[src/rtl/core/qts_pkg.sv]
// quoted token scanner: shared types, codes and constants
// used by every module of the scanner; depends on nothing else
package qts_pkg;

  // defaults for the top level parameters
  localparam int unsigned OffsetBitsDef = 16;
  localparam int unsigned DelimSlotsDef = 4;

  // widths fixed by the register map and the result fields
  localparam int unsigned DelimCharsW = 32;
  localparam int unsigned DelimCountW = 3;
  localparam int unsigned CfgIdxW     = 2;
  localparam int unsigned CfgDataW    = 32;
  localparam int unsigned OutOffW     = 16;
  localparam int unsigned KindW       = 2;

  // depth of the queue between the front and back parts
  localparam int unsigned QueueDepth = 4;

  // character codes
  localparam logic [7:0] ChNul       = 8'h00;
  localparam logic [7:0] ChBackslash = 8'h5C;
  localparam logic [7:0] ChSquote    = 8'h27;
  localparam logic [7:0] ChDquote    = 8'h22;
  localparam logic [7:0] ChSpace     = 8'h20;
  localparam logic [7:0] ChTab       = 8'h09;
  localparam logic [7:0] ChCr        = 8'h0D;

  // configuration register indexes
  typedef enum logic [CfgIdxW-1:0] {
    REG_DELIM_CHARS = 2'd0,
    REG_DELIM_COUNT = 2'd1,
    REG_CONSUME     = 2'd2,
    REG_ESC_OFF     = 2'd3
  } cfg_idx_e;

  // result kinds
  typedef enum logic [KindW-1:0] {
    KIND_BYTE  = 2'd0,
    KIND_DONE  = 2'd1,
    KIND_ERROR = 2'd2
  } kind_e;

  // scan phase
  typedef enum logic [2:0] {
    PH_DONE  = 3'd0,
    PH_SKIP  = 3'd1,
    PH_UNQ   = 3'd2,
    PH_QUOTE = 3'd3,
    PH_ESC   = 3'd4
  } phase_e;

  // one queue entry: one result, or an escaped pair (backslash then the byte)
  typedef struct packed {
    logic               pair;
    kind_e              kind;
    logic [7:0]         data;
    logic [OutOffW-1:0] offset;
  } q_entry_t;

  // queue status seen by both sides
  typedef struct packed {
    logic full;
    logic empty;
  } q_stat_t;

endpackage

[src/rtl/core/qts_queue.sv]
// short queue of result entries between the front and back parts
// depends on qts_pkg
module qts_queue (
  input  logic              clk_i,
  input  logic              rst_ni,
  input  logic              push_i,
  input  qts_pkg::q_entry_t wr_entry_i,
  input  logic              pop_i,
  output qts_pkg::q_entry_t rd_entry_o,
  output qts_pkg::q_stat_t  stat_o
);

  localparam int unsigned PtrW = (qts_pkg::QueueDepth > 1) ? $clog2(qts_pkg::QueueDepth) : 1;
  localparam int unsigned CntW = $clog2(qts_pkg::QueueDepth + 1);

  qts_pkg::q_entry_t mem_q [qts_pkg::QueueDepth];
  logic [PtrW-1:0] wr_ptr_q, wr_ptr_d;
  logic [PtrW-1:0] rd_ptr_q, rd_ptr_d;
  logic [CntW-1:0] count_q, count_d;
  logic            do_push, do_pop;

  assign stat_o.full  = (count_q == CntW'(qts_pkg::QueueDepth));
  assign stat_o.empty = (count_q == '0);
  assign do_push      = push_i && !stat_o.full;
  assign do_pop       = pop_i && !stat_o.empty;
  assign rd_entry_o   = mem_q[rd_ptr_q];

  // pointer and count update
  always_comb begin
    wr_ptr_d = wr_ptr_q;
    rd_ptr_d = rd_ptr_q;
    count_d  = count_q;
    if (do_push) begin
      wr_ptr_d = (wr_ptr_q == PtrW'(qts_pkg::QueueDepth - 1)) ? '0 : wr_ptr_q + 1'b1;
    end
    if (do_pop) begin
      rd_ptr_d = (rd_ptr_q == PtrW'(qts_pkg::QueueDepth - 1)) ? '0 : rd_ptr_q + 1'b1;
    end
    if (do_push && !do_pop) begin
      count_d = count_q + 1'b1;
    end else if (!do_push && do_pop) begin
      count_d = count_q - 1'b1;
    end
  end

  always_ff @(posedge clk_i or negedge rst_ni) begin
    if (!rst_ni) begin
      wr_ptr_q <= '0;
      rd_ptr_q <= '0;
      count_q  <= '0;
    end else begin
      wr_ptr_q <= wr_ptr_d;
      rd_ptr_q <= rd_ptr_d;
      count_q  <= count_d;
    end
  end

  // entry storage
  always_ff @(posedge clk_i) begin
    if (do_push) begin
      mem_q[wr_ptr_q] <= wr_entry_i;
    end
  end

endmodule

[src/rtl/core/qts_front.sv]
// front part: configuration registers, byte classification and scan phase
// depends on qts_pkg; produces entries for qts_queue
module qts_front #(
  parameter int unsigned OFFSET_BITS = qts_pkg::OffsetBitsDef,
  parameter int unsigned DELIM_SLOTS = qts_pkg::DelimSlotsDef
) (
  input  logic                          clk_i,
  input  logic                          rst_ni,
  input  logic                          cfg_valid_i,
  input  qts_pkg::cfg_idx_e             cfg_index_i,
  input  logic [qts_pkg::CfgDataW-1:0]  cfg_data_i,
  input  logic                          in_valid_i,
  input  logic [7:0]                    in_ch_i,
  input  logic                          in_first_i,
  output logic                          in_ready_o,
  input  qts_pkg::q_stat_t              q_stat_i,
  output logic                          push_o,
  output qts_pkg::q_entry_t             entry_o
);

  localparam int unsigned DelimW = 8 * DELIM_SLOTS;
  localparam int unsigned WideW  = OFFSET_BITS + qts_pkg::OutOffW;

  // configuration registers
  logic [qts_pkg::DelimCharsW-1:0] delim_chars_q;
  logic [qts_pkg::DelimCountW-1:0] delim_count_q;
  logic                            consume_q;
  logic                            esc_off_q;

  // scan state
  qts_pkg::phase_e      phase_q, phase_d;
  logic                 dquote_q, dquote_d;
  logic [OFFSET_BITS-1:0] offset_q, offset_d;

  qts_pkg::phase_e        eff_phase;
  logic                   eff_dquote;
  logic [OFFSET_BITS-1:0] eff_off, off_inc;
  logic [DelimW-1:0]      delim_ext;
  logic                   is_space, is_delim, is_quote, is_close, accept, emit;
  logic [7:0]             close_ch;
  logic [WideW-1:0]       wide_p, wide_inc;
  logic [qts_pkg::OutOffW-1:0] out_p, out_inc;

  assign in_ready_o = !q_stat_i.full;
  assign accept     = in_valid_i && in_ready_o;

  // a first flag restarts the scan at offset zero
  assign eff_phase  = in_first_i ? qts_pkg::PH_SKIP : phase_q;
  assign eff_dquote = in_first_i ? 1'b0 : dquote_q;
  assign eff_off    = in_first_i ? '0 : offset_q;
  assign off_inc    = (eff_off == {OFFSET_BITS{1'b1}}) ? eff_off : eff_off + 1'b1;

  // offsets clamped into the result field
  assign wide_p   = WideW'(eff_off);
  assign wide_inc = WideW'(off_inc);
  assign out_p    = (wide_p > WideW'({qts_pkg::OutOffW{1'b1}})) ?
                    {qts_pkg::OutOffW{1'b1}} : wide_p[qts_pkg::OutOffW-1:0];
  assign out_inc  = (wide_inc > WideW'({qts_pkg::OutOffW{1'b1}})) ?
                    {qts_pkg::OutOffW{1'b1}} : wide_inc[qts_pkg::OutOffW-1:0];

  // byte classes
  assign is_space = (in_ch_i == qts_pkg::ChSpace) ||
                    ((in_ch_i >= qts_pkg::ChTab) && (in_ch_i <= qts_pkg::ChCr));
  assign is_quote = (in_ch_i == qts_pkg::ChSquote) || (in_ch_i == qts_pkg::ChDquote);
  assign close_ch = eff_dquote ? qts_pkg::ChDquote : qts_pkg::ChSquote;
  assign is_close = (in_ch_i == close_ch);
  assign delim_ext = DelimW'(delim_chars_q);

  // delimiter slots in use, a zero slot never matches
  always_comb begin
    is_delim = 1'b0;
    for (int i = 0; i < DELIM_SLOTS; i++) begin
      if ((4'(i) < {1'b0, delim_count_q}) && (delim_ext[8*i +: 8] != qts_pkg::ChNul) &&
          (delim_ext[8*i +: 8] == in_ch_i)) begin
        is_delim = 1'b1;
      end
    end
  end

  // next state
  always_comb begin
    phase_d  = phase_q;
    dquote_d = dquote_q;
    offset_d = offset_q;
    if (accept) begin
      phase_d  = eff_phase;
      dquote_d = eff_dquote;
      if (eff_phase != qts_pkg::PH_DONE) begin
        offset_d = off_inc;
      end
      case (eff_phase)
        qts_pkg::PH_SKIP, qts_pkg::PH_UNQ: begin
          if (eff_phase == qts_pkg::PH_SKIP && in_ch_i != qts_pkg::ChNul && is_space) begin
            phase_d = qts_pkg::PH_SKIP;
          end else if (eff_phase == qts_pkg::PH_SKIP && is_quote) begin
            phase_d  = qts_pkg::PH_QUOTE;
            dquote_d = (in_ch_i == qts_pkg::ChDquote);
          end else if (in_ch_i == qts_pkg::ChNul || is_space || is_delim) begin
            phase_d = qts_pkg::PH_DONE;
          end else begin
            phase_d = qts_pkg::PH_UNQ;
          end
        end
        qts_pkg::PH_QUOTE: begin
          if (in_ch_i == qts_pkg::ChNul) begin
            phase_d = qts_pkg::PH_DONE;
          end else if (!esc_off_q && in_ch_i == qts_pkg::ChBackslash) begin
            phase_d = qts_pkg::PH_ESC;
          end else if (is_close) begin
            phase_d = qts_pkg::PH_DONE;
          end
        end
        qts_pkg::PH_ESC: begin
          phase_d = (in_ch_i == qts_pkg::ChNul) ? qts_pkg::PH_DONE : qts_pkg::PH_QUOTE;
        end
        default: begin
          phase_d = qts_pkg::PH_DONE;
        end
      endcase
    end
  end

  // result entry for the byte
  always_comb begin
    emit          = 1'b0;
    entry_o.pair   = 1'b0;
    entry_o.kind   = qts_pkg::KIND_BYTE;
    entry_o.data   = '0;
    entry_o.offset = '0;
    case (eff_phase)
      qts_pkg::PH_SKIP, qts_pkg::PH_UNQ: begin
        if (eff_phase == qts_pkg::PH_SKIP &&
            ((in_ch_i != qts_pkg::ChNul && is_space) || is_quote)) begin
          emit = 1'b0;
        end else if (in_ch_i == qts_pkg::ChNul) begin
          emit           = 1'b1;
          entry_o.kind   = qts_pkg::KIND_DONE;
          entry_o.offset = out_p;
        end else if (is_space || is_delim) begin
          emit           = 1'b1;
          entry_o.kind   = qts_pkg::KIND_DONE;
          entry_o.offset = consume_q ? out_inc : out_p;
        end else begin
          emit         = 1'b1;
          entry_o.data = in_ch_i;
        end
      end
      qts_pkg::PH_QUOTE: begin
        if (in_ch_i == qts_pkg::ChNul) begin
          emit         = 1'b1;
          entry_o.kind = qts_pkg::KIND_ERROR;
        end else if (!esc_off_q && in_ch_i == qts_pkg::ChBackslash) begin
          emit = 1'b0;
        end else if (is_close) begin
          emit           = 1'b1;
          entry_o.kind   = qts_pkg::KIND_DONE;
          entry_o.offset = out_inc;
        end else begin
          emit         = 1'b1;
          entry_o.data = in_ch_i;
        end
      end
      qts_pkg::PH_ESC: begin
        emit = 1'b1;
        if (in_ch_i == qts_pkg::ChNul) begin
          entry_o.kind = qts_pkg::KIND_ERROR;
        end else begin
          entry_o.data = in_ch_i;
          entry_o.pair = !(in_ch_i == qts_pkg::ChBackslash || is_quote);
        end
      end
      default: begin
        emit = 1'b0;
      end
    endcase
  end

  assign push_o = accept && emit;

  // state registers
  always_ff @(posedge clk_i or negedge rst_ni) begin
    if (!rst_ni) begin
      phase_q  <= qts_pkg::PH_DONE;
      dquote_q <= 1'b0;
      offset_q <= '0;
    end else begin
      phase_q  <= phase_d;
      dquote_q <= dquote_d;
      offset_q <= offset_d;
    end
  end

  // configuration writes
  always_ff @(posedge clk_i or negedge rst_ni) begin
    if (!rst_ni) begin
      delim_chars_q <= '0;
      delim_count_q <= '0;
      consume_q     <= 1'b0;
      esc_off_q     <= 1'b0;
    end else if (cfg_valid_i) begin
      case (cfg_index_i)
        qts_pkg::REG_DELIM_CHARS: delim_chars_q <= cfg_data_i[qts_pkg::DelimCharsW-1:0];
        qts_pkg::REG_DELIM_COUNT: delim_count_q <= cfg_data_i[qts_pkg::DelimCountW-1:0];
        qts_pkg::REG_CONSUME:     consume_q     <= cfg_data_i[0];
        qts_pkg::REG_ESC_OFF:     esc_off_q     <= cfg_data_i[0];
        default: ;
      endcase
    end
  end

endmodule

[src/rtl/core/qts_back.sv]
// back part: splits escaped pairs and holds the output register
// depends on qts_pkg; reads entries from qts_queue
module qts_back (
  input  logic                     clk_i,
  input  logic                     rst_ni,
  input  qts_pkg::q_entry_t        head_i,
  input  qts_pkg::q_stat_t         q_stat_i,
  output logic                     pop_o,
  output logic                     out_valid_o,
  input  logic                     out_ready_i,
  output qts_pkg::kind_e           out_kind_o,
  output logic [7:0]               out_data_o,
  output logic [qts_pkg::OutOffW-1:0] out_offset_o,
  output logic                     out_last_o
);

  logic                         valid_q, valid_d;
  logic                         half_q, half_d;
  logic                         load;
  qts_pkg::kind_e               kind_q, kind_d;
  logic [7:0]                   data_q, data_d;
  logic [qts_pkg::OutOffW-1:0]  offset_q, offset_d;
  logic                         last_q, last_d;

  // output register is free or being emptied this cycle
  assign load = !valid_q || out_ready_i;

  // pick the next result from the queue head
  always_comb begin
    valid_d  = valid_q;
    half_d   = half_q;
    kind_d   = kind_q;
    data_d   = data_q;
    offset_d = offset_q;
    last_d   = last_q;
    pop_o    = 1'b0;
    if (load) begin
      valid_d = !q_stat_i.empty;
      if (!q_stat_i.empty) begin
        kind_d   = head_i.kind;
        offset_d = head_i.offset;
        if (head_i.pair && !half_q) begin
          // escaped pair: backslash first, entry stays
          data_d = qts_pkg::ChBackslash;
          last_d = 1'b0;
          half_d = 1'b1;
        end else begin
          data_d = head_i.data;
          last_d = 1'b1;
          half_d = 1'b0;
          pop_o  = 1'b1;
        end
      end
    end
  end

  always_ff @(posedge clk_i or negedge rst_ni) begin
    if (!rst_ni) begin
      valid_q <= 1'b0;
      half_q  <= 1'b0;
    end else begin
      valid_q <= valid_d;
      half_q  <= half_d;
    end
  end

  // payload
  always_ff @(posedge clk_i) begin
    kind_q   <= kind_d;
    data_q   <= data_d;
    offset_q <= offset_d;
    last_q   <= last_d;
  end

  assign out_valid_o  = valid_q;
  assign out_kind_o   = kind_q;
  assign out_data_o   = data_q;
  assign out_offset_o = offset_q;
  assign out_last_o   = last_q;

endmodule

[src/rtl/core/quoted_token_scanner.sv]
// quoted token scanner top level: front part, result queue, back part
// depends on qts_pkg, qts_front, qts_queue and qts_back
//
// channel    direction  transaction
// s_axis     in         one string byte, tdata = ch, tuser = first
// m_axis     out        one result, tdata = byte_out/next_offset, tuser = kind, tlast = last
// cfg        in         one register write, index and data
//
// one byte is taken every cycle while the result queue has room; a byte is
// classified and its phase updated in the cycle it is accepted.
// results leave through a registered output, one per cycle while m_axis_tready is
// high; an escaped pair takes two output transfers, which the four-entry queue absorbs.
// a stalled output fills the queue and then holds s_axis_tready low.
// reset clears the scan to done; bytes are ignored until a first flag.
module quoted_token_scanner #(
  parameter int unsigned OFFSET_BITS = qts_pkg::OffsetBitsDef,
  parameter int unsigned DELIM_SLOTS = qts_pkg::DelimSlotsDef
) (
  input  logic                         clk_i,
  input  logic                         rst_ni,
  // configuration
  input  logic                         cfg_valid_i,
  output logic                         cfg_ready_o,
  input  logic [qts_pkg::CfgIdxW-1:0]  cfg_index_i,
  input  logic [qts_pkg::CfgDataW-1:0] cfg_data_i,
  // input bytes
  input  logic                         s_axis_tvalid,
  output logic                         s_axis_tready,
  input  logic [7:0]                   s_axis_tdata,  // [7:0] ch
  input  logic                         s_axis_tuser,  // [0] first
  // results
  output logic                         m_axis_tvalid,
  input  logic                         m_axis_tready,
  output logic [23:0]                  m_axis_tdata,  // [7:0] byte_out, [23:8] next_offset
  output logic [qts_pkg::KindW-1:0]    m_axis_tuser,  // [1:0] kind
  output logic                         m_axis_tlast
);

  qts_pkg::q_entry_t wr_entry, head;
  qts_pkg::q_stat_t  q_stat;
  qts_pkg::kind_e    out_kind;
  logic              push, pop;
  logic [7:0]        out_data;
  logic [qts_pkg::OutOffW-1:0] out_offset;

  assign cfg_ready_o = 1'b1;

  // classification and scan state
  qts_front #(
    .OFFSET_BITS (OFFSET_BITS),
    .DELIM_SLOTS (DELIM_SLOTS)
  ) u_front (
    .clk_i       (clk_i),
    .rst_ni      (rst_ni),
    .cfg_valid_i (cfg_valid_i),
    .cfg_index_i (qts_pkg::cfg_idx_e'(cfg_index_i)),
    .cfg_data_i  (cfg_data_i),
    .in_valid_i  (s_axis_tvalid),
    .in_ch_i     (s_axis_tdata),
    .in_first_i  (s_axis_tuser),
    .in_ready_o  (s_axis_tready),
    .q_stat_i    (q_stat),
    .push_o      (push),
    .entry_o     (wr_entry)
  );

  // result queue
  qts_queue u_queue (
    .clk_i      (clk_i),
    .rst_ni     (rst_ni),
    .push_i     (push),
    .wr_entry_i (wr_entry),
    .pop_i      (pop),
    .rd_entry_o (head),
    .stat_o     (q_stat)
  );

  // output stage
  qts_back u_back (
    .clk_i        (clk_i),
    .rst_ni       (rst_ni),
    .head_i       (head),
    .q_stat_i     (q_stat),
    .pop_o        (pop),
    .out_valid_o  (m_axis_tvalid),
    .out_ready_i  (m_axis_tready),
    .out_kind_o   (out_kind),
    .out_data_o   (out_data),
    .out_offset_o (out_offset),
    .out_last_o   (m_axis_tlast)
  );

  assign m_axis_tdata = {out_offset, out_data};
  assign m_axis_tuser = out_kind;

  // no entry is pushed into a full queue
  assert property (@(posedge clk_i) disable iff (!rst_ni) !(push && q_stat.full))
    else $error("result pushed into full queue");

  // the first half of a pair is a plain backslash byte
  assert property (@(posedge clk_i) disable iff (!rst_ni)
    m_axis_tvalid && !m_axis_tlast |->
      (m_axis_tuser == qts_pkg::KIND_BYTE) && (m_axis_tdata[7:0] == qts_pkg::ChBackslash))
    else $error("non-final result is not a backslash byte");

  // completion and error records always end the item
  assert property (@(posedge clk_i) disable iff (!rst_ni)
    m_axis_tvalid && (m_axis_tuser != qts_pkg::KIND_BYTE) |-> m_axis_tlast)
    else $error("record without last flag");

  // the input stalls only on a full queue
  assert property (@(posedge clk_i) disable iff (!rst_ni) !s_axis_tready |-> q_stat.full)
    else $error("input stalled with room in queue");

endmodule

[config.mk]
export PLATFORM = sky130hd
export DESIGN_NAME = quoted_token_scanner
export DESIGN_NICKNAME = d
export VERILOG_FILES = /design/src/rtl/core/qts_pkg.sv /design/src/rtl/core/qts_queue.sv /design/src/rtl/core/qts_front.sv /design/src/rtl/core/qts_back.sv /design/src/rtl/core/quoted_token_scanner.sv
export SDC_FILE = /design/constraint.sdc
export NUM_CORES = 1
export LEC_CHECK = 0
export ABC_AREA = 1
export BUFFER_PORTS_ARGS = -buffer_cell sky130_fd_sc_hd__buf_2
export CORE_MARGIN = 2
export CORE_UTILIZATION = 23
export CTS_BUF_LIST = sky130_fd_sc_hd__clkbuf_2 sky130_fd_sc_hd__clkbuf_4 sky130_fd_sc_hd__clkbuf_8
export CTS_CLUSTER_DIAMETER = 30
export CTS_CLUSTER_SIZE = 10
export DETAILED_ROUTE_END_ITERATION = 8
export GPL_TIMING_DRIVEN = 0
export PLACE_DENSITY = 0.41
export SYNTH_ARGS = -nofsm -noshare
export SYNTH_HDL_FRONTEND = slang
export SYNTH_SLANG_ARGS = --single-unit
[constraint.sdc]
create_clock -name clk_i -period 3.8 [get_ports clk_i]
set_input_delay 0.76 -clock clk_i [delete_from_list [all_inputs] [get_ports clk_i]]
set_output_delay 0.76 -clock clk_i [all_outputs]
set_load 0.02 [all_outputs]
==> reports/summary.txt <==
status: complete, no violations
port bufs: 72
DR vias: 7703
Worst setup EP type: flop
post-cts sizing count: 0
layout cells sized above 1: 0.234
H-tree levels: 2
total global-route track usage: 0.128
vias in the first global route: 7984
Setup Crit Path Kind: flop to flop
hold-fix buffers at CTS: 0
Seq cells post-synth: 201
clk_skew: 0.0240 ns
Worst Path Required: 4.28 ns
Reg2Reg Depth: 10
# placed instances: 1703
Top FF cell, synth: edfxtp_1
detailed router's first-iteration violation count: 396
Mapped Cells: 1041
Worst EP arrival: 3.48 ns
CP max FO: 10
Core Region: 43000 sq um
# setup viols final: 0
worst setup slack after layout: 0.803 ns
drt drc: 0
CTS tree: yes
Final ANT Viol Nets: 0
worst r2r dst: u_queue.count_q[1]
global placer's final weighted congestion: 0.838
Fmax: 334 MHz
die area: 45100 sq um
most common cell in the netlist: nand2_1
clk sink count: 201
Area growth, synth to finish: 25.3%
row count: 76
Mapped Nets: 1097
wire length per cell: 15.4 microns
period utilisation layout: 0.789
CTS buffer count: 54
Die H: 212 microns
Synth cell types: 48
largest net degree at the start of global routing: 45
top cells by area, synth: edfxtp_1, dfrtp_1, nand2_1
Synth area leader: edfxtp_1
final non-filler cell total: 1806
I/O pin count: 78
Syn Std Cell Area: 9980 sq um
FFs w/ async S/R, synth: 0.328
yosys warns: 0
Post-Route WL: 27.9 mm
Slew Limit Fails: 0
startpoint types: flop
antenna violations before repair: 1
Yosys top cell area share: 0.406
NumNets Final: 1230
first-pass GRT wire length: 44.4 mm
Rel. slew slack: 0.406
Vias/cell: 4.27
post-layout min period: 3.00 ns
Worst VDD drop: 291 uV
postcts setup bufs: 0
synthesized area per cell: 9.59 sq um
pwr dens: 687 nW/um^2
dpl ws: 0.303 ns
final number of hold-violating endpoints: 0
Slew @ Worst Pin: 0.889 ns
Worst-path clk slew: 0.06 ns
P_leak: 0.00501 uW
most frequent cells after synthesis: nand2_1, nor2_1, edfxtp_1
total congestion overflow: 0
Post-synth EDFFs: 135
sequential-to-total area share from yosys stat: 0.571
Worst R2R Setup Slack: 0.80 ns
post-DP HPWL: 19.6 mm
Root Driver: clkbuf_8
worst r2r src: u_queue.rd_ptr_q[1]
Die Wd: 212 microns
later-pin clock latency in the skew report: 0.61 ns
Hold Crit Class: primary input to async pin
Starting Density: 0.232
Clock Path Buffers: 3
drt pass-1 iters: 5
RSZ-0062 raised after global routing: false
max_cap viols: 0
==> worst max-delay path by stage <==
stage	from	to	slack, ns
floorplan	s_axis_tdata[5]	u_queue.mem_q[0][0]	0.41
global placement	s_axis_tdata[2]	u_queue.mem_q[3][9]	-1.16
detailed placement	s_axis_tuser	u_queue.mem_q[2][8]	0.30
CTS	u_queue.rd_ptr_q[1]	u_queue.count_q[1]	0.76
global route	u_queue.rd_ptr_q[1]	u_queue.count_q[1]	0.54
finish	u_queue.rd_ptr_q[1]	u_queue.count_q[1]	0.80
==> area by class of cell <==
| cell class | instances | area (sq um) |
|---|---|---|
| Inverter | 104 | 398 |
| Fill cell | 4607 | 30500 |
| Buffer | 42 | 251 |
| Antenna cell | 1 | 2.50 |
| Tap cell | 585 | 732 |
| Timing Repair Buffer | 77 | 470 |
| Clock inverter | 40 | 464 |
| Sequential cell | 201 | 5710 |
| Clock buffer | 62 | 816 |
| Multi-Input combinational cell | 694 | 3670 |
==> stage by stage <==
step | hold WS, ns | TNS, ns | power (uW) | util | cell area [sq um]
5_1_grt | 0.0632 | 0 | 9120 | 0.291 | 12500
6_report | 0.0803 | 0 | 8590 | 0.291 | 12500
3_5_place_dp | 0.470 | 0 | 5430 | 0.261 | 11200
4_1_cts | 0.0504 | 0 | 8750 | 0.291 | 12500
3_3_place_gp | 0.472 | -117.46 | 5360 | 0.258 | 11100
2_1_floorplan | 0.449 | 0 | 4550 | - | 9980
==> sequential cells by signal, indices dropped and copies added (netlist names), 3 cells and up <==
signal and count:
u_back.out_offset_o 16, u_front.offset_q 16, u_queue.mem_q 108, u_front.delim_chars_q 32
u_front.delim_count_q 3, u_back.out_data_o 8, u_queue.count_q 3, u_front.phase_q 3
==> cell usage in the layout (no fill, tap or decap), drive strengths merged, types with 4 or more instances in the layout <==
cell	count
ha	7
nor2	176
nand3	41
mux2	11
edfxtp	135
nand2	213
o22ai	25
buf	99
a21oi	45
o211ai	10
clkinvlp	14
clkinv	18
nand4	10
bufinv	9
o21ai	104
xnor2	11
nor3	9
clkbuf	82
o221ai	4
xor2	14
inv	103
dfrtp	66
a31oi	4
==> metal layers <==
layer / routed length (microns) / up-vias / global-route usage
met4: 688 / 2 / 0.0482
met1: 12900 / 3684 / 0.164
met5: 16 / - / 0
met3: 1090 / 58 / 0.0290
met2: 13200 / 164 / 0.210
li1: - / 3795 / -
==> critical path: stages (launching register included) <==
cell	delay, ns
dfrtp_1	0.34
clkbuf_1	0.42
inv_1	0.32
o21ai_0	0.15
o22ai_1	0.09
nand2_1	0.34
nand2_1	0.20
ha_1	0.24
inv_1	0.10
fa_1	0.41
mux2_2	0.26
==> report_power, final <==
part	switching (uW)	leakage, uW	internal [uW]	total, uW
clock network	1180	0.000613	2070	3250
logic	1560	0.00233	687	2250
registers	180	0.00207	2910	3090
total	2920	0.00501	5670	8590
==> cell families after synthesis <==
kind of cell             share of synthesized area
multiplexers                                0.0124
AO/OA/AOI/OAI                                0.113
XOR/XNOR                                    0.0219
buffers and inverters                       0.0650
AND/OR/NAND/NOR                              0.205
adder cells (fa/ha/maj)                     0.0108
other                                     0.000376
flip-flops                                   0.571
(Power assumes the default switching activity.)
